### config.mk
export PLATFORM = sky130hd
export DESIGN_NAME = expression_tokenizer
export DESIGN_NICKNAME = d
export VERILOG_FILES = /design/src/rtl/exptok_pkg.sv /design/src/rtl/exptok_front.sv /design/src/rtl/exptok_queue.sv /design/src/rtl/exptok_back.sv /design/src/rtl/expression_tokenizer.sv
export VERILOG_INCLUDE_DIRS = /design/src /design/src/rtl
export SDC_FILE = /design/constraint.sdc
export NUM_CORES = 1
export LEC_CHECK = 0
export BUFFER_PORTS_ARGS = -buffer_cell sky130_fd_sc_hd__buf_2
export CAP_MARGIN = 40
export CORE_MARGIN = 8
export CORE_UTILIZATION = 30
export CTS_BUF_LIST = sky130_fd_sc_hd__clkbuf_8
export CTS_CLUSTER_SIZE = 12
export DETAILED_ROUTE_END_ITERATION = 8
export GPL_TIMING_DRIVEN = 0
export PLACE_DENSITY = 0.54
export SKIP_CTS_REPAIR_TIMING = 1
export SYNTH_ARGS = -nofsm -noshare
export SYNTH_HDL_FRONTEND = slang
export SYNTH_SLANG_ARGS = --single-unit
export TNS_END_PERCENT = 100
### constraint.sdc
create_clock -name aclk -period 14.15 [get_ports aclk]
set_input_delay 1.415 -clock aclk [delete_from_list [all_inputs] [get_ports aclk]]
set_output_delay 1.415 -clock aclk [all_outputs]
set_load 0.1 [all_outputs]
### src/rtl/expression_tokenizer_defines.svh
// ----------------------------------------------------------------------------
// expression_tokenizer_defines
// Assertion macros used by the tokenizer queue. Empty when SYNTH is defined.
// ----------------------------------------------------------------------------
`ifndef EXPRESSION_TOKENIZER_DEFINES_SVH
`define EXPRESSION_TOKENIZER_DEFINES_SVH

`ifndef SYNTH
// Property that must hold on every clock edge outside reset
`define EXPTOK_ASSERT(name, prop, msg) \
    name: assert property (@(posedge aclk) disable iff (!aresetn) (prop)) else $error(msg);
// Condition in one cycle implies a condition in the next
`define EXPTOK_ASSERT_NEXT(name, pre, post, msg) \
    name: assert property (@(posedge aclk) disable iff (!aresetn) (pre) |=> (post)) else $error(msg);
`else
`define EXPTOK_ASSERT(name, prop, msg)
`define EXPTOK_ASSERT_NEXT(name, pre, post, msg)
`endif

`endif

### src/rtl/exptok_pkg.sv
// ----------------------------------------------------------------------------
// exptok_pkg
// Token kinds, error codes, record types and character helpers.
// ----------------------------------------------------------------------------
package exptok_pkg;

    localparam int EXPTOK_OFFSET_BITS   = 16;
    localparam int EXPTOK_MAX_TOKEN_LEN = 255;
    localparam int EXPTOK_QUEUE_DEPTH   = 4;

    localparam logic [3:0] KIND_ID     = 4'd0;
    localparam logic [3:0] KIND_PRINT  = 4'd1;
    localparam logic [3:0] KIND_NUM    = 4'd2;
    localparam logic [3:0] KIND_DEFINE = 4'd3;
    localparam logic [3:0] KIND_NOTEQ  = 4'd4;
    localparam logic [3:0] KIND_COMMA  = 4'd5;
    localparam logic [3:0] KIND_LPAREN = 4'd6;
    localparam logic [3:0] KIND_RPAREN = 4'd7;
    localparam logic [3:0] KIND_ADD    = 4'd8;
    localparam logic [3:0] KIND_SUB    = 4'd9;
    localparam logic [3:0] KIND_MUL    = 4'd10;
    localparam logic [3:0] KIND_DIV    = 4'd11;
    localparam logic [3:0] KIND_SEMI   = 4'd12;
    localparam logic [3:0] KIND_EOF    = 4'd13;
    localparam logic [3:0] KIND_ERROR  = 4'd14;

    localparam logic [1:0] ERR_NONE   = 2'd0;
    localparam logic [1:0] ERR_DEFINE = 2'd1;
    localparam logic [1:0] ERR_NOTEQ  = 2'd2;
    localparam logic [1:0] ERR_CHAR   = 2'd3;

    // keyword matcher: 0..4 still matching, 5 full match, 7 miss
    localparam logic [2:0] KW_LEN  = 3'd5;
    localparam logic [2:0] KW_MISS = 3'd7;

    localparam logic [7:0] CH_SPACE = 8'h20;
    localparam logic [7:0] CH_TAB   = 8'h09;
    localparam logic [7:0] CH_CR    = 8'h0D;
    localparam logic [7:0] CH_LF    = 8'h0A;
    localparam logic [7:0] CH_EQ    = 8'h3D;
    localparam logic [7:0] CH_COLON = 8'h3A;
    localparam logic [7:0] CH_BANG  = 8'h21;

    typedef struct packed {
        logic [3:0]  kind;
        logic [15:0] start;
        logic [7:0]  length;
        logic [1:0]  code;
    } exptok_rec_t;

    // all records caused by one input byte, oldest in rec[0]
    typedef struct packed {
        logic [1:0]            count;
        exptok_rec_t [2:0]     rec;
    } exptok_bundle_t;

    function automatic exptok_rec_t make_rec(input logic [3:0] kind,
                                             input logic [15:0] start,
                                             input logic [7:0] length,
                                             input logic [1:0] code);
        exptok_rec_t r;
        r.kind   = kind;
        r.start  = start;
        r.length = length;
        r.code   = code;
        return r;
    endfunction

    function automatic logic [7:0] kw_char(input logic [2:0] idx);
        logic [7:0] ch;
        case (idx)
            3'd0:    ch = 8'h70; // p
            3'd1:    ch = 8'h72; // r
            3'd2:    ch = 8'h69; // i
            3'd3:    ch = 8'h6E; // n
            3'd4:    ch = 8'h74; // t
            default: ch = 8'h00;
        endcase
        return ch;
    endfunction

    // KIND_ERROR when the byte is not a one-byte symbol
    function automatic logic [3:0] symbol_kind(input logic [7:0] ch);
        logic [3:0] k;
        case (ch)
            8'h2C:   k = KIND_COMMA;
            8'h28:   k = KIND_LPAREN;
            8'h29:   k = KIND_RPAREN;
            8'h2B:   k = KIND_ADD;
            8'h2D:   k = KIND_SUB;
            8'h2A:   k = KIND_MUL;
            8'h2F:   k = KIND_DIV;
            8'h3B:   k = KIND_SEMI;
            default: k = KIND_ERROR;
        endcase
        return k;
    endfunction

endpackage

### src/rtl/exptok_front.sv
// ----------------------------------------------------------------------------
// exptok_front
// Scanner: classifies each byte, tracks the open token and builds the
// bundle of records that byte causes.
// ----------------------------------------------------------------------------
module exptok_front #(
    parameter int OFFSET_BITS   = exptok_pkg::EXPTOK_OFFSET_BITS,
    parameter int MAX_TOKEN_LEN = exptok_pkg::EXPTOK_MAX_TOKEN_LEN
) (
    input  logic                       aclk,
    input  logic                       aresetn,
    input  logic                       s_valid,
    output logic                       s_ready,
    input  logic [7:0]                 s_char_byte,
    input  logic                       s_end_of_text,
    input  logic                       q_full,
    output logic                       q_push,
    output exptok_pkg::exptok_bundle_t q_push_data
);

    localparam int LEN_W = $clog2(MAX_TOKEN_LEN + 1);

    typedef enum logic [2:0] {
        MODE_IDLE,
        MODE_ID,
        MODE_NUM,
        MODE_COLON,
        MODE_BANG
    } mode_t;

    mode_t                  mode_reg,    mode_next;
    logic [OFFSET_BITS-1:0] offset_reg,  offset_next;
    logic [OFFSET_BITS-1:0] start_reg,   start_next;
    logic [LEN_W-1:0]       len_reg,     len_next;
    logic [2:0]             kw_reg,      kw_next;
    logic                   halted_reg,  halted_next;

    logic                   accept;
    logic                   rec_a_v, rec_m_v, rec_d_v;
    exptok_pkg::exptok_rec_t rec_a, rec_m, rec_d;

    assign s_ready = !q_full;
    assign accept  = s_valid && s_ready;

    always_comb begin
        logic [7:0]             c;
        logic                   is_alpha, is_digit, is_ws, taken, halt_now;
        logic [3:0]             sym;
        logic [OFFSET_BITS-1:0] pos_inc;
        logic [LEN_W-1:0]       len_grow;
        logic [2:0]             kw_step;

        c        = s_char_byte;
        is_alpha = (c >= 8'h61 && c <= 8'h7A) || (c >= 8'h41 && c <= 8'h5A);
        is_digit = (c >= 8'h30 && c <= 8'h39);
        is_ws    = (c == exptok_pkg::CH_SPACE) || (c == exptok_pkg::CH_TAB) ||
                   (c == exptok_pkg::CH_CR) || (c == exptok_pkg::CH_LF);
        sym      = exptok_pkg::symbol_kind(c);
        pos_inc  = offset_reg + OFFSET_BITS'(1);
        len_grow = (len_reg < LEN_W'(MAX_TOKEN_LEN)) ? len_reg + LEN_W'(1) : len_reg;
        kw_step  = (kw_reg < exptok_pkg::KW_LEN && c == exptok_pkg::kw_char(kw_reg)) ?
                   kw_reg + 3'd1 : exptok_pkg::KW_MISS;

        mode_next   = mode_reg;
        offset_next = offset_reg;
        start_next  = start_reg;
        len_next    = len_reg;
        kw_next     = kw_reg;
        halted_next = halted_reg;
        taken       = 1'b0;
        halt_now    = 1'b0;
        rec_a_v     = 1'b0;
        rec_m_v     = 1'b0;
        rec_d_v     = 1'b0;
        rec_a       = '0;
        rec_m       = '0;
        rec_d       = '0;

        // continue or close the open token
        case (mode_reg)
            MODE_ID: begin
                if (is_alpha || is_digit) begin
                    len_next = len_grow;
                    kw_next  = kw_step;
                    taken    = 1'b1;
                end else begin
                    rec_a_v   = 1'b1;
                    rec_a     = exptok_pkg::make_rec(
                        (kw_reg == exptok_pkg::KW_LEN) ? exptok_pkg::KIND_PRINT :
                                                         exptok_pkg::KIND_ID,
                        16'(start_reg), 8'(len_reg), exptok_pkg::ERR_NONE);
                    mode_next = MODE_IDLE;
                    len_next  = '0;
                    kw_next   = '0;
                end
            end
            MODE_NUM: begin
                if (is_digit) begin
                    len_next = len_grow;
                    taken    = 1'b1;
                end else begin
                    rec_a_v   = 1'b1;
                    rec_a     = exptok_pkg::make_rec(exptok_pkg::KIND_NUM, 16'(start_reg),
                                                     8'(len_reg), exptok_pkg::ERR_NONE);
                    mode_next = MODE_IDLE;
                    len_next  = '0;
                    kw_next   = '0;
                end
            end
            MODE_COLON, MODE_BANG: begin
                rec_a_v   = 1'b1;
                mode_next = MODE_IDLE;
                len_next  = '0;
                if (c == exptok_pkg::CH_EQ) begin
                    rec_a = exptok_pkg::make_rec(
                        (mode_reg == MODE_COLON) ? exptok_pkg::KIND_DEFINE :
                                                   exptok_pkg::KIND_NOTEQ,
                        16'(start_reg), 8'd2, exptok_pkg::ERR_NONE);
                    taken = 1'b1;
                end else begin
                    // lone ':' or '!': report, drop it, rescan this byte
                    rec_a   = exptok_pkg::make_rec(exptok_pkg::KIND_ERROR, 16'(start_reg),
                        8'd1, (mode_reg == MODE_COLON) ? exptok_pkg::ERR_DEFINE :
                                                         exptok_pkg::ERR_NOTEQ);
                    kw_next = '0;
                end
            end
            default: mode_next = MODE_IDLE;
        endcase

        // start something new with this byte
        if (!taken) begin
            if (is_ws) begin
                mode_next = mode_next;
            end else if (is_alpha) begin
                mode_next  = MODE_ID;
                start_next = offset_reg;
                len_next   = LEN_W'(1);
                kw_next    = (c == exptok_pkg::kw_char(3'd0)) ? 3'd1 : exptok_pkg::KW_MISS;
            end else if (is_digit) begin
                mode_next  = MODE_NUM;
                start_next = offset_reg;
                len_next   = LEN_W'(1);
                kw_next    = '0;
            end else if (c == exptok_pkg::CH_COLON || c == exptok_pkg::CH_BANG) begin
                mode_next  = (c == exptok_pkg::CH_COLON) ? MODE_COLON : MODE_BANG;
                start_next = offset_reg;
                len_next   = LEN_W'(1);
                kw_next    = '0;
            end else if (sym != exptok_pkg::KIND_ERROR) begin
                rec_m_v = 1'b1;
                rec_m   = exptok_pkg::make_rec(sym, 16'(offset_reg), 8'd1,
                                               exptok_pkg::ERR_NONE);
            end else begin
                rec_m_v     = 1'b1;
                rec_m       = exptok_pkg::make_rec(exptok_pkg::KIND_ERROR, 16'(offset_reg),
                                                   8'd1, exptok_pkg::ERR_CHAR);
                halt_now    = 1'b1;
                halted_next = 1'b1;
            end
        end

        // end of text: close what is still open, then the eof record
        if (!halt_now) begin
            if (s_end_of_text) begin
                case (mode_next)
                    MODE_ID: begin
                        rec_m_v = 1'b1;
                        rec_m   = exptok_pkg::make_rec(
                            (kw_next == exptok_pkg::KW_LEN) ? exptok_pkg::KIND_PRINT :
                                                              exptok_pkg::KIND_ID,
                            16'(start_next), 8'(len_next), exptok_pkg::ERR_NONE);
                    end
                    MODE_NUM: begin
                        rec_m_v = 1'b1;
                        rec_m   = exptok_pkg::make_rec(exptok_pkg::KIND_NUM, 16'(start_next),
                                                       8'(len_next), exptok_pkg::ERR_NONE);
                    end
                    MODE_COLON: begin
                        rec_m_v = 1'b1;
                        rec_m   = exptok_pkg::make_rec(exptok_pkg::KIND_ERROR,
                            16'(start_next), 8'd1, exptok_pkg::ERR_DEFINE);
                    end
                    MODE_BANG: begin
                        rec_m_v = 1'b1;
                        rec_m   = exptok_pkg::make_rec(exptok_pkg::KIND_ERROR,
                            16'(start_next), 8'd1, exptok_pkg::ERR_NOTEQ);
                    end
                    default: rec_m_v = rec_m_v;
                endcase
                mode_next   = MODE_IDLE;
                len_next    = '0;
                kw_next     = '0;
                rec_d_v     = 1'b1;
                rec_d       = exptok_pkg::make_rec(exptok_pkg::KIND_EOF, 16'(pos_inc), 8'd0,
                                                   exptok_pkg::ERR_NONE);
                offset_next = '0;
                start_next  = '0;
            end else begin
                offset_next = pos_inc;
            end
        end

        q_push_data.count  = 2'(rec_a_v) + 2'(rec_m_v) + 2'(rec_d_v);
        q_push_data.rec[0] = rec_a_v ? rec_a : (rec_m_v ? rec_m : rec_d);
        q_push_data.rec[1] = (rec_a_v && rec_m_v) ? rec_m : rec_d;
        q_push_data.rec[2] = rec_d;
        q_push = accept && !halted_reg && (q_push_data.count != 2'd0);
    end

    always_ff @(posedge aclk) begin
        if (!aresetn) begin
            mode_reg   <= MODE_IDLE;
            offset_reg <= '0;
            start_reg  <= '0;
            len_reg    <= '0;
            kw_reg     <= '0;
            halted_reg <= 1'b0;
        end else if (accept && !halted_reg) begin
            mode_reg   <= mode_next;
            offset_reg <= offset_next;
            start_reg  <= start_next;
            len_reg    <= len_next;
            kw_reg     <= kw_next;
            halted_reg <= halted_next;
        end
    end

endmodule

### src/rtl/exptok_queue.sv
// ----------------------------------------------------------------------------
// exptok_queue
// Short queue of record bundles between the scanner and the output stage.
// ----------------------------------------------------------------------------
`include "expression_tokenizer_defines.svh"

module exptok_queue #(
    parameter int DEPTH = exptok_pkg::EXPTOK_QUEUE_DEPTH
) (
    input  logic                       aclk,
    input  logic                       aresetn,
    input  logic                       push,
    input  exptok_pkg::exptok_bundle_t push_data,
    input  logic                       pop,
    output exptok_pkg::exptok_bundle_t head_data,
    output logic                       empty,
    output logic                       full
);

    localparam int PTR_W = $clog2(DEPTH);
    localparam int CNT_W = $clog2(DEPTH + 1);

    exptok_pkg::exptok_bundle_t slot_reg [DEPTH];
    logic [PTR_W-1:0] wr_ptr_reg, wr_ptr_next;
    logic [PTR_W-1:0] rd_ptr_reg, rd_ptr_next;
    logic [CNT_W-1:0] count_reg,  count_next;

    assign empty     = (count_reg == '0);
    assign full      = (count_reg == CNT_W'(DEPTH));
    assign head_data = slot_reg[rd_ptr_reg];

    always_comb begin
        wr_ptr_next = wr_ptr_reg;
        rd_ptr_next = rd_ptr_reg;
        count_next  = count_reg;
        if (push) begin
            wr_ptr_next = (wr_ptr_reg == PTR_W'(DEPTH - 1)) ? '0 : wr_ptr_reg + PTR_W'(1);
        end
        if (pop) begin
            rd_ptr_next = (rd_ptr_reg == PTR_W'(DEPTH - 1)) ? '0 : rd_ptr_reg + PTR_W'(1);
        end
        case ({push, pop})
            2'b10:   count_next = count_reg + CNT_W'(1);
            2'b01:   count_next = count_reg - CNT_W'(1);
            default: count_next = count_reg;
        endcase
    end

    always_ff @(posedge aclk) begin
        if (push) begin
            slot_reg[wr_ptr_reg] <= push_data;
        end
    end

    always_ff @(posedge aclk) begin
        if (!aresetn) begin
            wr_ptr_reg <= '0;
            rd_ptr_reg <= '0;
            count_reg  <= '0;
        end else begin
            wr_ptr_reg <= wr_ptr_next;
            rd_ptr_reg <= rd_ptr_next;
            count_reg  <= count_next;
        end
    end

    `EXPTOK_ASSERT(a_no_push_full, !(push && full), "push into full queue")
    `EXPTOK_ASSERT(a_no_pop_empty, !(pop && empty), "pop from empty queue")
    `EXPTOK_ASSERT(a_count_bound, count_reg <= CNT_W'(DEPTH), "queue count overflow")
    `EXPTOK_ASSERT(a_no_empty_bundle, !push || (push_data.count != 2'd0), "empty bundle pushed")
    `EXPTOK_ASSERT_NEXT(a_push_fills, push && !pop, !empty, "queue empty after push")

endmodule

### src/rtl/exptok_back.sv
// ----------------------------------------------------------------------------
// exptok_back
// Output stage: walks the records of the head bundle into the result
// register, one per transaction, and flags the last one with run_end.
// ----------------------------------------------------------------------------
module exptok_back (
    input  logic                       aclk,
    input  logic                       aresetn,
    input  logic                       q_empty,
    input  exptok_pkg::exptok_bundle_t q_head,
    output logic                       q_pop,
    output logic                       m_valid,
    input  logic                       m_ready,
    output logic [3:0]                 m_token_kind,
    output logic [15:0]                m_token_start,
    output logic [7:0]                 m_token_length,
    output logic [1:0]                 m_error_code,
    output logic                       m_run_end
);

    logic                    valid_reg;
    logic [1:0]              idx_reg;
    exptok_pkg::exptok_rec_t rec_reg;
    logic                    run_end_reg;
    logic                    load;
    logic                    last_rec;
    exptok_pkg::exptok_rec_t sel_rec;

    assign load     = !q_empty && (!valid_reg || m_ready);
    assign last_rec = (idx_reg == q_head.count - 2'd1);
    assign q_pop    = load && last_rec;

    always_comb begin
        case (idx_reg)
            2'd1:    sel_rec = q_head.rec[1];
            2'd2:    sel_rec = q_head.rec[2];
            default: sel_rec = q_head.rec[0];
        endcase
    end

    always_ff @(posedge aclk) begin
        if (!aresetn) begin
            valid_reg <= 1'b0;
            idx_reg   <= '0;
        end else begin
            if (load) begin
                valid_reg <= 1'b1;
                idx_reg   <= last_rec ? 2'd0 : idx_reg + 2'd1;
            end else if (m_ready) begin
                valid_reg <= 1'b0;
            end
        end
    end

    always_ff @(posedge aclk) begin
        if (load) begin
            rec_reg     <= sel_rec;
            run_end_reg <= last_rec;
        end
    end

    assign m_valid        = valid_reg;
    assign m_token_kind   = rec_reg.kind;
    assign m_token_start  = rec_reg.start;
    assign m_token_length = rec_reg.length;
    assign m_error_code   = rec_reg.code;
    assign m_run_end      = run_end_reg;

endmodule

### src/rtl/expression_tokenizer.sv
// A byte's first record passes through a queue slot and then the registered output
// stage before it reaches the outputs.
// Throughput: one byte per cycle while each byte yields at most one record and m_ready
// stays high; a byte with several records holds the single output register for one
// transaction each, while the QUEUE_DEPTH-entry bundle queue lets input run ahead.
// Reset (aresetn low, synchronous): scanner idle at offset 0, queue and output emptied.
// ----------------------------------------------------------------------------
// expression_tokenizer
// Streaming lexer: byte scanner, bundle queue and record output stage.
// An unexpected character halts the scanner until the next reset.
// ----------------------------------------------------------------------------
module expression_tokenizer #(
    parameter int OFFSET_BITS   = exptok_pkg::EXPTOK_OFFSET_BITS,
    parameter int MAX_TOKEN_LEN = exptok_pkg::EXPTOK_MAX_TOKEN_LEN,
    parameter int QUEUE_DEPTH   = exptok_pkg::EXPTOK_QUEUE_DEPTH
) (
    input  logic        aclk,
    input  logic        aresetn,
    input  logic        s_valid,
    output logic        s_ready,
    input  logic [7:0]  s_char_byte,
    input  logic        s_end_of_text,
    output logic        m_valid,
    input  logic        m_ready,
    output logic [3:0]  m_token_kind,
    output logic [15:0] m_token_start,
    output logic [7:0]  m_token_length,
    output logic [1:0]  m_error_code,
    output logic        m_run_end
);

    logic                       q_full;
    logic                       q_empty;
    logic                       q_push;
    logic                       q_pop;
    exptok_pkg::exptok_bundle_t q_push_data;
    exptok_pkg::exptok_bundle_t q_head;

    exptok_front #(
        .OFFSET_BITS   (OFFSET_BITS),
        .MAX_TOKEN_LEN (MAX_TOKEN_LEN)
    ) u_front (
        .aclk          (aclk),
        .aresetn       (aresetn),
        .s_valid       (s_valid),
        .s_ready       (s_ready),
        .s_char_byte   (s_char_byte),
        .s_end_of_text (s_end_of_text),
        .q_full        (q_full),
        .q_push        (q_push),
        .q_push_data   (q_push_data)
    );

    exptok_queue #(
        .DEPTH (QUEUE_DEPTH)
    ) u_queue (
        .aclk      (aclk),
        .aresetn   (aresetn),
        .push      (q_push),
        .push_data (q_push_data),
        .pop       (q_pop),
        .head_data (q_head),
        .empty     (q_empty),
        .full      (q_full)
    );

    exptok_back u_back (
        .aclk           (aclk),
        .aresetn        (aresetn),
        .q_empty        (q_empty),
        .q_head         (q_head),
        .q_pop          (q_pop),
        .m_valid        (m_valid),
        .m_ready        (m_ready),
        .m_token_kind   (m_token_kind),
        .m_token_start  (m_token_start),
        .m_token_length (m_token_length),
        .m_error_code   (m_error_code),
        .m_run_end      (m_run_end)
    );

endmodule

* Word level (Yosys, flattened, before mapping)
Memory sizes are Yosys's and may differ from the RTL's. A register that Yosys moved wholly into a read port is not among the register bits. Index checks and enable logic that the tools add are counted. W data, S select, Z words.
Word-level totals: bits of input ports 13, output and inout bits 33, memory bits (writable) 368, word-level logic and storage cells 214, memories kept 1, register bits after elaboration 88
Memories:
- u_queue.slot_reg | words 4, width 92, read ports 1, clocked after Yosys merged registers in 1, write ports 1, line exptok_queue.sv:23 | exptok_pkg::exptok_bundle_t slot_reg [DEPTH];
Cells by class: add/sub/neg operators 11, eq/ne operators 40, bitwise logic cells 7, order comparisons 8, reduce and logical (&&, ||, !) cells 30, multiplexer cells 101
Operators with widths (count):
- $mux W30 | 15
- $mux W16 | 8
- $pmux W30 S4 | 1
- $eq A8 B6 Y1 const B | 12
- $pmux W30 S3 | 1
- $mux W8 | 10
- $mux W3 | 23
- $pmux W30 S2 | 1
- $pmux W7 S5 | 1
- $pmux W4 S8 | 1
- $mux W28 | 1
- $mux W1 | 27
- $eq A8 B4 Y1 const B | 3
- $pmux W8 S3 | 1
- $eq A3 B2 Y1 const B | 6
- $eq A3 B3 Y1 const B | 6
- $add A16 B1 Y16 const B | 1
- $ge A8 B7 Y1 const B | 2
- $le A8 B7 Y1 const B | 2
- $mux W2 | 6
- $pmux W3 S2 | 2
- $logic_and A1 B1 Y1 | 10
- $eq A3 B1 Y1 const B | 3
- $pmux W3 S3 | 1
- 27 further kinds | 53

* Longest topological paths before layout
Gate-level depths: netlist of run 1.
word-level depth 22, mapped depth 17, gate-level depth less buffers 15

* Cells and area by module
Synthesis of run 1 repeated with hierarchy kept, for this count alone.
Second synthesis, totals: cell total of the unflattened synthesis 1288, area, all modules 19959.1 µm²
Modules (own cells, without submodules):
- exptok_queue | cells each 527, sequential area each 11230.8 µm², area an instance 13740.7 µm², times used 1
- exptok_front | cells each 604, sequential area each 940.9 µm², area an instance 4551.9 µm², times used 1
- exptok_back | cells each 157, sequential area each 991.0 µm², area an instance 1666.6 µm², times used 1

* Worst setup path before layout of run 1
No wires, ideal clock.
kind input to register, start point input s_char_byte[2], end point memory u_queue.slot_reg[0][0] in the netlist's numbering, enable pin, data required time 13.704 ns, arrival time 5.847 ns, setup time 0.446 ns, buffers on the path 2, slack 7.857 ns, cell stages on the path 11, cells stage by stage buf_6 or3_4 o221ai_4 o21ai_2 nor3_2 or2_1 clkbuf_1 inv_2 fa_1 a21oi_1 and2_1
Between the ends: cells in the longest elaborated chain, start to end 22, elaborated cells between the ends (all ways) 74, classes of those cells 2 x add/sub; 6 x order compare; 20 x eq/ne; 34 x mux; 12 x reduce/logical
Ends and longest elaborated chain:
- from (decl) | line expression_tokenizer.sv:21 | input logic [7:0] s_char_byte,
- $ge A8 B7 Y1 / $le A8 B7 Y1 (equally long branches) | line exptok_front.sv:54 | is_alpha = (c >= 8'h61 && c <= 8'h7A) || (c >= 8'h41 && c <= 8'h5A);
- $logic_and A1 B1 Y1 | line exptok_front.sv:54
- $logic_or A1 B1 Y1 | line exptok_front.sv:54
- $logic_or A1 B1 Y1 | line exptok_front.sv:82 | if (is_alpha || is_digit) begin
- $mux W3 | line exptok_front.sv:82
- $pmux W3 S2 | line exptok_front.sv:80 | case (mode_reg)
- $mux W3 | line exptok_front.sv:145 | end else if (c == exptok_pkg::CH_COLON || c == exptok_pkg::CH_BANG) begin
- $mux W3 | line exptok_front.sv:140 | end else if (is_digit) begin
- (+6 left out)
- $mux W1 | line exptok_front.sv:165 | if (s_end_of_text) begin
- $mux W1 | line exptok_front.sv:164 | if (!halt_now) begin
- $add A1 B1 Y2 | line exptok_front.sv:204 | q_push_data.count = 2'(rec_a_v) + 2'(rec_m_v) + 2'(rec_d_v);
- $add A2 B1 Y2 * | line exptok_front.sv:204
- $reduce_bool A2 Y1 * | line exptok_front.sv:208 | q_push = accept && !halted_reg && (q_push_data.count != 2'd0);
- $logic_and A1 B1 Y1 * | line exptok_front.sv:208
- $mux W1 * | line exptok_queue.sv:50 | if (push) begin
- $mux W1 (not written as such) * | line exptok_queue.sv:51 | slot_reg[wr_ptr_reg] <= push_data;
- to (decl) | line exptok_queue.sv:23
Mark *: on every way between the ends. The rest lies on a longest branch, timed or not.

* Worst setup path in the final report of run 1
start point input s_char_byte[1], end point memory u_queue.slot_reg[2][51] in the netlist's numbering, enable pin
The elaborated chain is that of the path after synthesis.

==> results of run 1 <==
kinds of logic (layout without fill, tap and decap cells):
logic type      after synthesis  after routing  synth area share (%)
other cells                   1             31                0.0210
compound gates              274            274                  11.2
fa+ha+maj                    17             17                  1.28
flops                       406            406                  65.1
simple gates                310            310                  8.63
xor+xnor                     20             20                 0.983
buf+inv                     111            292                  2.62
mux                          83             83                  10.2
placed cells by master (no fill, tap or decap), types with 19 or more instances in the layout:
master and instances:
clkbuf_8 72, inv_1 54, dfxtp_1 59, nor3_1 21, buf_2 62, o21ai_0 60
a21boi_0 26, a31oi_1 19, clkbuf_1 47, conb_1 28, nand3_1 19, nand2_1 90
a22oi_1 27, a21oi_1 32, mux4_2 79, nor2_1 76, edfxtp_1 347, a22o_1 38
nor2b_1 25
metrics by stage:
step | power [mW] | util (%) | instance area (µm²) | std cells
floorplan | 2.13 | - | 17900 | 1249
global placement | 2.34 | 32.5 | 19100 | 2066
detailed placement | 2.37 | 32.9 | 19400 | 2081
CTS | 3.38 | 35.1 | 20700 | 2203
global route | 3.48 | 35.1 | 20700 | 2204
finish | 3.33 | 35.1 | 20700 | 2206
power groups by stage:
stage / clock, mW / sequential, mW / combinational [mW]
2_1_floorplan: 0 / 1.79 / 0.339
3_3_place_gp: 0 / 1.48 / 0.852
3_5_place_dp: 0 / 1.48 / 0.895
4_1_cts: 1.03 / 1.45 / 0.898
5_1_grt: 1.08 / 1.46 / 0.935
6_report: 1.00 / 1.45 / 0.880
worst max-delay path: stages:
cell	delay [ns]
buf_2	0.15
buf_2	0.23
nand2_1	0.12
a211oi_1	0.44
o21ai_2	0.20
nor3_2	0.61
or2_1	0.19
clkbuf_1	0.33
inv_2	0.12
fa_1	0.53
a21oi_1	0.54
and2_4	0.62
buf_16	0.33
layer usage:
layer	track usage, %	vias up	wire length [µm]
met2	21.4	333	21500
met5	0	-	13
met3	2.70	64	2470
met4	4.63	2	1000
met1	17.3	5699	19900
li1	-	5099	-
synthesized netlist by cell type (all sizes together), types with 23 or more instances:
| cell | n |
|---|---|
| nor2b | 25 |
| nor3 | 23 |
| clkbuf | 47 |
| mux4 | 79 |
| a22o | 38 |
| dfxtp | 59 |
| nor2 | 76 |
| inv | 30 |
| buf | 33 |
| nand2 | 90 |
| edfxtp | 347 |
| o21ai | 63 |
| a21boi | 30 |
| a22oi | 27 |
| a21oi | 33 |
final cells by class:
class / count / area, µm²
Sequential cell: 406 / 11600
Multi-Input combinational cell: 732 / 5870
Antenna cell: 3 / 7.51
Timing Repair Buffer: 59 / 479
Clock buffer: 72 / 991
Inverter: 31 / 116
Tap cell: 773 / 967
Clock inverter: 50 / 313
Fill cell: 5633 / 38200
Buffer: 80 / 352
worst paths after layout:
check	startpoint	end
min	u_front.start_reg[15]	u_front.start_reg[15]
max	s_char_byte[1]	u_queue.slot_reg[2][51]
min reg2reg	u_front.start_reg[15]	u_front.start_reg[15]
max reg2reg	u_front.mode_reg[2]	u_queue.slot_reg[2][51]
==> impl_metrics.toml, run 1 <==
[logic_synthesis]
synth-edff-count = 347
synthTopCellsByArea = "edfxtp_1 58%, mux4_2 10%, dfxtp_1 6.6%"
ys.flop_type = "edfxtp_1"
synthCells = 1222
yosysSeqAreaShare_pct = 65.1
syn_area_um2 = 17800
async_reset_ff_share_pct = 0
synth_warnings = 0
postSynthAreaPerCell_um2 = 14.6
synth.distinct_cells = 86
yosysTopAreaCell = "edfxtp_1"
synth.top_cell.area_share_pct = 58.4
ys_ff_latch = 406

[timing]
finalClockSkew_ns = 0.0402
max_freq_mhz = 177
fin_crit_ns = 5.65
worst_pin_slew_ns = 1.04
hold_viol = 0
hold_slack_ns = 0.482
rsz0062_at_grt = "false"
finalCritPeriodShare_pct = 40.0
setup_viol = 0
fin_tns_setup_ns = 0
setup_slack_ns = 8.50
timing.slew.headroom_pct = 30.2
slew_viol_final = 0

[route]
wl_per_cell_um = 20.4
wl_um = 44900
ant_nets = 0
viasPerCell = 5.08
firstDrtPassIters = 5
drcViolationCount = 0
drtIter0Drc = 886
via_count = 11197

[power_and_ir_drop]
comb_power_share_pct = 26.4
seqPwrFrac_pct = 43.5
power.leakage_nw = 6.96
p_per_area_nw_per_um2 = 161
p_int_mw = 2.20
p_switching_mw = 1.14
clkPwrFrac_pct = 30.1
ir_drop_mv = 0.104
p_sw_share_pct = 34.1

[place]
dp_slack_ns = 7.88
gp_congestion = 0.858
dpl.hpwl_um = 30500
numPortBuffers = 44

[die]
pin_count = 46
fp.dieW_um = 260
rows = 89
core_area_um2 = 58900
fp.dieH_um = 260
initial_utilization_pct = 30.3
die_area_um2 = 67500

[clocking]
clock-sinks = 406
clock-root-buffer = "clkbuf_8"
clk_path_buf_depth = 3
worstSkewPairLatency_ns = 0.62
h-tree-depth = 3
clk_pin_slew_ns = 0.06
cts_buffers = 68
cts_tree = "built"

[critical_path]
reg2reg_slack_ns = 9.20
crit_path_max_fanout = 50
crit_type = "in2reg"
required_ns = 14.40
arrival_ns = 5.91
crit_path_start_kind = "input pin"
reg2regPathDepth = 12
cp-end-kind = "flop"

[status]
status = "complete, no violations"

[run]
max-cap-violations = 0

[final_layout]
drive_gt1_share_pct = 19.2
synthToLayoutAreaGrowth_pct = 16.1
final_nets = 1408
largest_reg_flops = 316

[global_routing]
grt_util_all_layers_pct = 13.2
grt_pass1_vias = 11169
grt_max_degree = 51
antenna_found_initial = 3
grt-ovfl-total = 0
grt_pass1_wl_um = 68600

[min_path]
hp-class = "reg2reg"
hold_depth = 1
No activity file was read; power rests on OpenSTA's default activity.
==> run 2: changes to the inputs <==
--- a/config.mk
+++ b/config.mk
@@ -14,7 +14,7 @@
 export CTS_CLUSTER_SIZE = 12
 export DETAILED_ROUTE_END_ITERATION = 8
 export GPL_TIMING_DRIVEN = 0
-export PLACE_DENSITY = 0.54
+export PLACE_DENSITY = 0.56
 export SKIP_CTS_REPAIR_TIMING = 1
 export SYNTH_ARGS = -nofsm -noshare
 export SYNTH_HDL_FRONTEND = slang
==> constraint.sdc (replaced) <==
create_clock -name aclk -period 4.85 [get_ports aclk]
set_input_delay 0.485 -clock aclk [delete_from_list [all_inputs] [get_ports aclk]]
set_output_delay 0.485 -clock aclk [all_outputs]
set_load 0.1 [all_outputs]
==> run 2 against run 1 <==
  * Critical path depth is 2 higher
  * Routed wire length about the same
  * First-iteration DRC count rose by 3.7%
  * Flip-flop and latch count stayed put
  * Via count is 0.53% lower
  * Sequential power grew to 2.9 times the previous value
  * Final cell count is 0.23% lower
  * Largest power group unchanged
==> impl_metrics.toml, run 2 (synthesis results as in run 1) <==
[status]
status = "complete, no violations"

[global_routing]
grt-ovfl-total = 0
grt_pass1_wl_um = 67000
grt_pass1_vias = 11249
grt_max_degree = 46
grt_util_all_layers_pct = 12.7
antenna_found_initial = 7

[timing]
fin_crit_ns = 4.52
finalClockSkew_ns = 0.0225
rsz0062_at_grt = "false"
setup_slack_ns = 0.330
worst_pin_slew_ns = 1.08
setup_viol = 0
max_freq_mhz = 221
finalCritPeriodShare_pct = 93.2
timing.slew.headroom_pct = 27.2
slew_viol_final = 0
hold_viol = 0

[final_layout]
final_util_pct = 35.0
fill_cells = 5598
final-instance-count-excl-fill = 2201
final_design_area_no_fill_um2 = 20600
synthToLayoutAreaGrowth_pct = 15.5
layout_commonest_cell = "edfxtp_1"
final_cell_mix = "347 x edfxtp_1, 90 x nand2_1, 79 x mux4_2, 76 x nor2_1, 68 x clkbuf_8"
final_nets = 1405
largest_reg_flops = 316
drive_gt1_share_pct = 19.4

[route]
wl_per_cell_um = 20.4
drtIter0Drc = 919
via_count = 11138
ant_nets = 0
drcViolationCount = 0
wl_um = 44900
firstDrtPassIters = 6
viasPerCell = 5.06

[place]
postPlaceCellArea_um2 = 19400
gp_congestion = 0.863
dpl.hpwl_um = 30000
numPortBuffers = 44
dp.cells = 2080
dp_slack_ns = -0.440

[clocking]
cts_buffers = 61
clk_path_buf_depth = 3
clock-root-buffer = "clkbuf_8"
worstSkewPairLatency_ns = 0.63
h-tree-depth = 2
clock-sinks = 406
clk_pin_slew_ns = 0.07
cts_tree = "built"

[die]
die_area_um2 = 67500
core_area_um2 = 58900
initial_utilization_pct = 30.3
pin_count = 46
rows = 89
fp.dieW_um = 260
fp.dieH_um = 260

[power_and_ir_drop]
p_sw_share_pct = 34.4
p_per_area_nw_per_um2 = 458
comb_power_share_pct = 27.1
seqPwrFrac_pct = 44.9
power.leakage_nw = 6.91
p_switching_mw = 3.24
clkPwrFrac_pct = 28.0
ir_drop_mv = 0.296
p_int_mw = 6.18

[critical_path]
required_ns = 5.38
crit_path_max_fanout = 11
crit_path_start_kind = "flop"
slowest_stage = "o31ai_4"
max_stage_delay_ns = 0.63
arrival_ns = 5.05
crit_type = "reg2reg"
path_cells = "buf_2 > and3b_1 > o211ai_1 > a21oi_4 > o31ai_4 > buf_2 > fa_1 > a21oi_4 > inv_1 > ha_1 > inv_1 > fa_1 > xor2_1 > or3_1 > a21boi_0"
cp-end-kind = "flop"

[min_path]
hp-class = "in2reg"

[run]
max-cap-violations = 0
==> run 2: path summary, 6_finish.rpt <==
path / slack [ns] / start / depth (start not counted) / endpoint
setup / recovery: 0.33 / u_front.mode_reg[2] / 15 / u_queue.count_reg[2]
hold / removal: 0.18 / m_ready / 4 / u_back.m_valid
setup reg to reg: 0.33 / u_front.mode_reg[2] / 15 / u_queue.count_reg[2]
hold reg to reg: 0.48 / u_back.m_valid / 2 / u_back.m_valid
==> run 2: critical path: cells and delay by family (launching register included) <==
family          cells  cell delay [ns]
buf+inv             4             0.79
compound gates      5             1.71
flops               1             0.30
fa+ha+maj           3             0.98
simple gates        2             0.55
xor+xnor            1             0.08
==> run 2: final cells by class <==
| class | count | area [µm²] | area share, % |
|---|---|---|---|
| sequential | 406 | 11600 | 56.3 |
| multi-input combinational | 736 | 5930 | 28.8 |
| clock buffer | 68 | 936 | 4.55 |
| buffer | 80 | 352 | 1.71 |
| antenna | 2 | 5.00 | 0.0243 |
| clock inverter | 46 | 225 | 1.09 |
| timing repair buffer | 59 | 463 | 2.25 |
| inverter | 31 | 116 | 0.565 |
| tap | 773 | 967 | 4.70 |
==> run 2: metal layers <==
metal | global-route usage (%) | up-vias | routed length, µm
li1 | - | 5086 | -
met1 | 16.9 | 5590 | 19500
met2 | 21.1 | 363 | 21400
met3 | 2.01 | 93 | 2760
met4 | 4.16 | 6 | 1240
met5 | 0 | - | 36
==> run 2: power groups by stage <==
stage / sequential, mW / combinational (mW) / clock [mW]
global route: 4.26 / 2.71 / 2.86
global placement: 4.32 / 2.47 / 0
CTS: 4.24 / 2.58 / 2.71
floorplan: 5.21 / 0.990 / 0
detailed placement: 4.31 / 2.58 / 0
finish: 4.23 / 2.56 / 2.64
==> run 2: per-stage QoR <==
step	total power [mW]	TNS (ns)	hold slack, ns
6_report	9.43	0	0.184
5_1_grt	9.83	0	0.172
4_1_cts	9.53	-16.84	0.152
3_5_place_dp	6.88	-93.53	0.467
3_3_place_gp	6.78	-437.91	0.462
2_1_floorplan	6.20	0	0.450
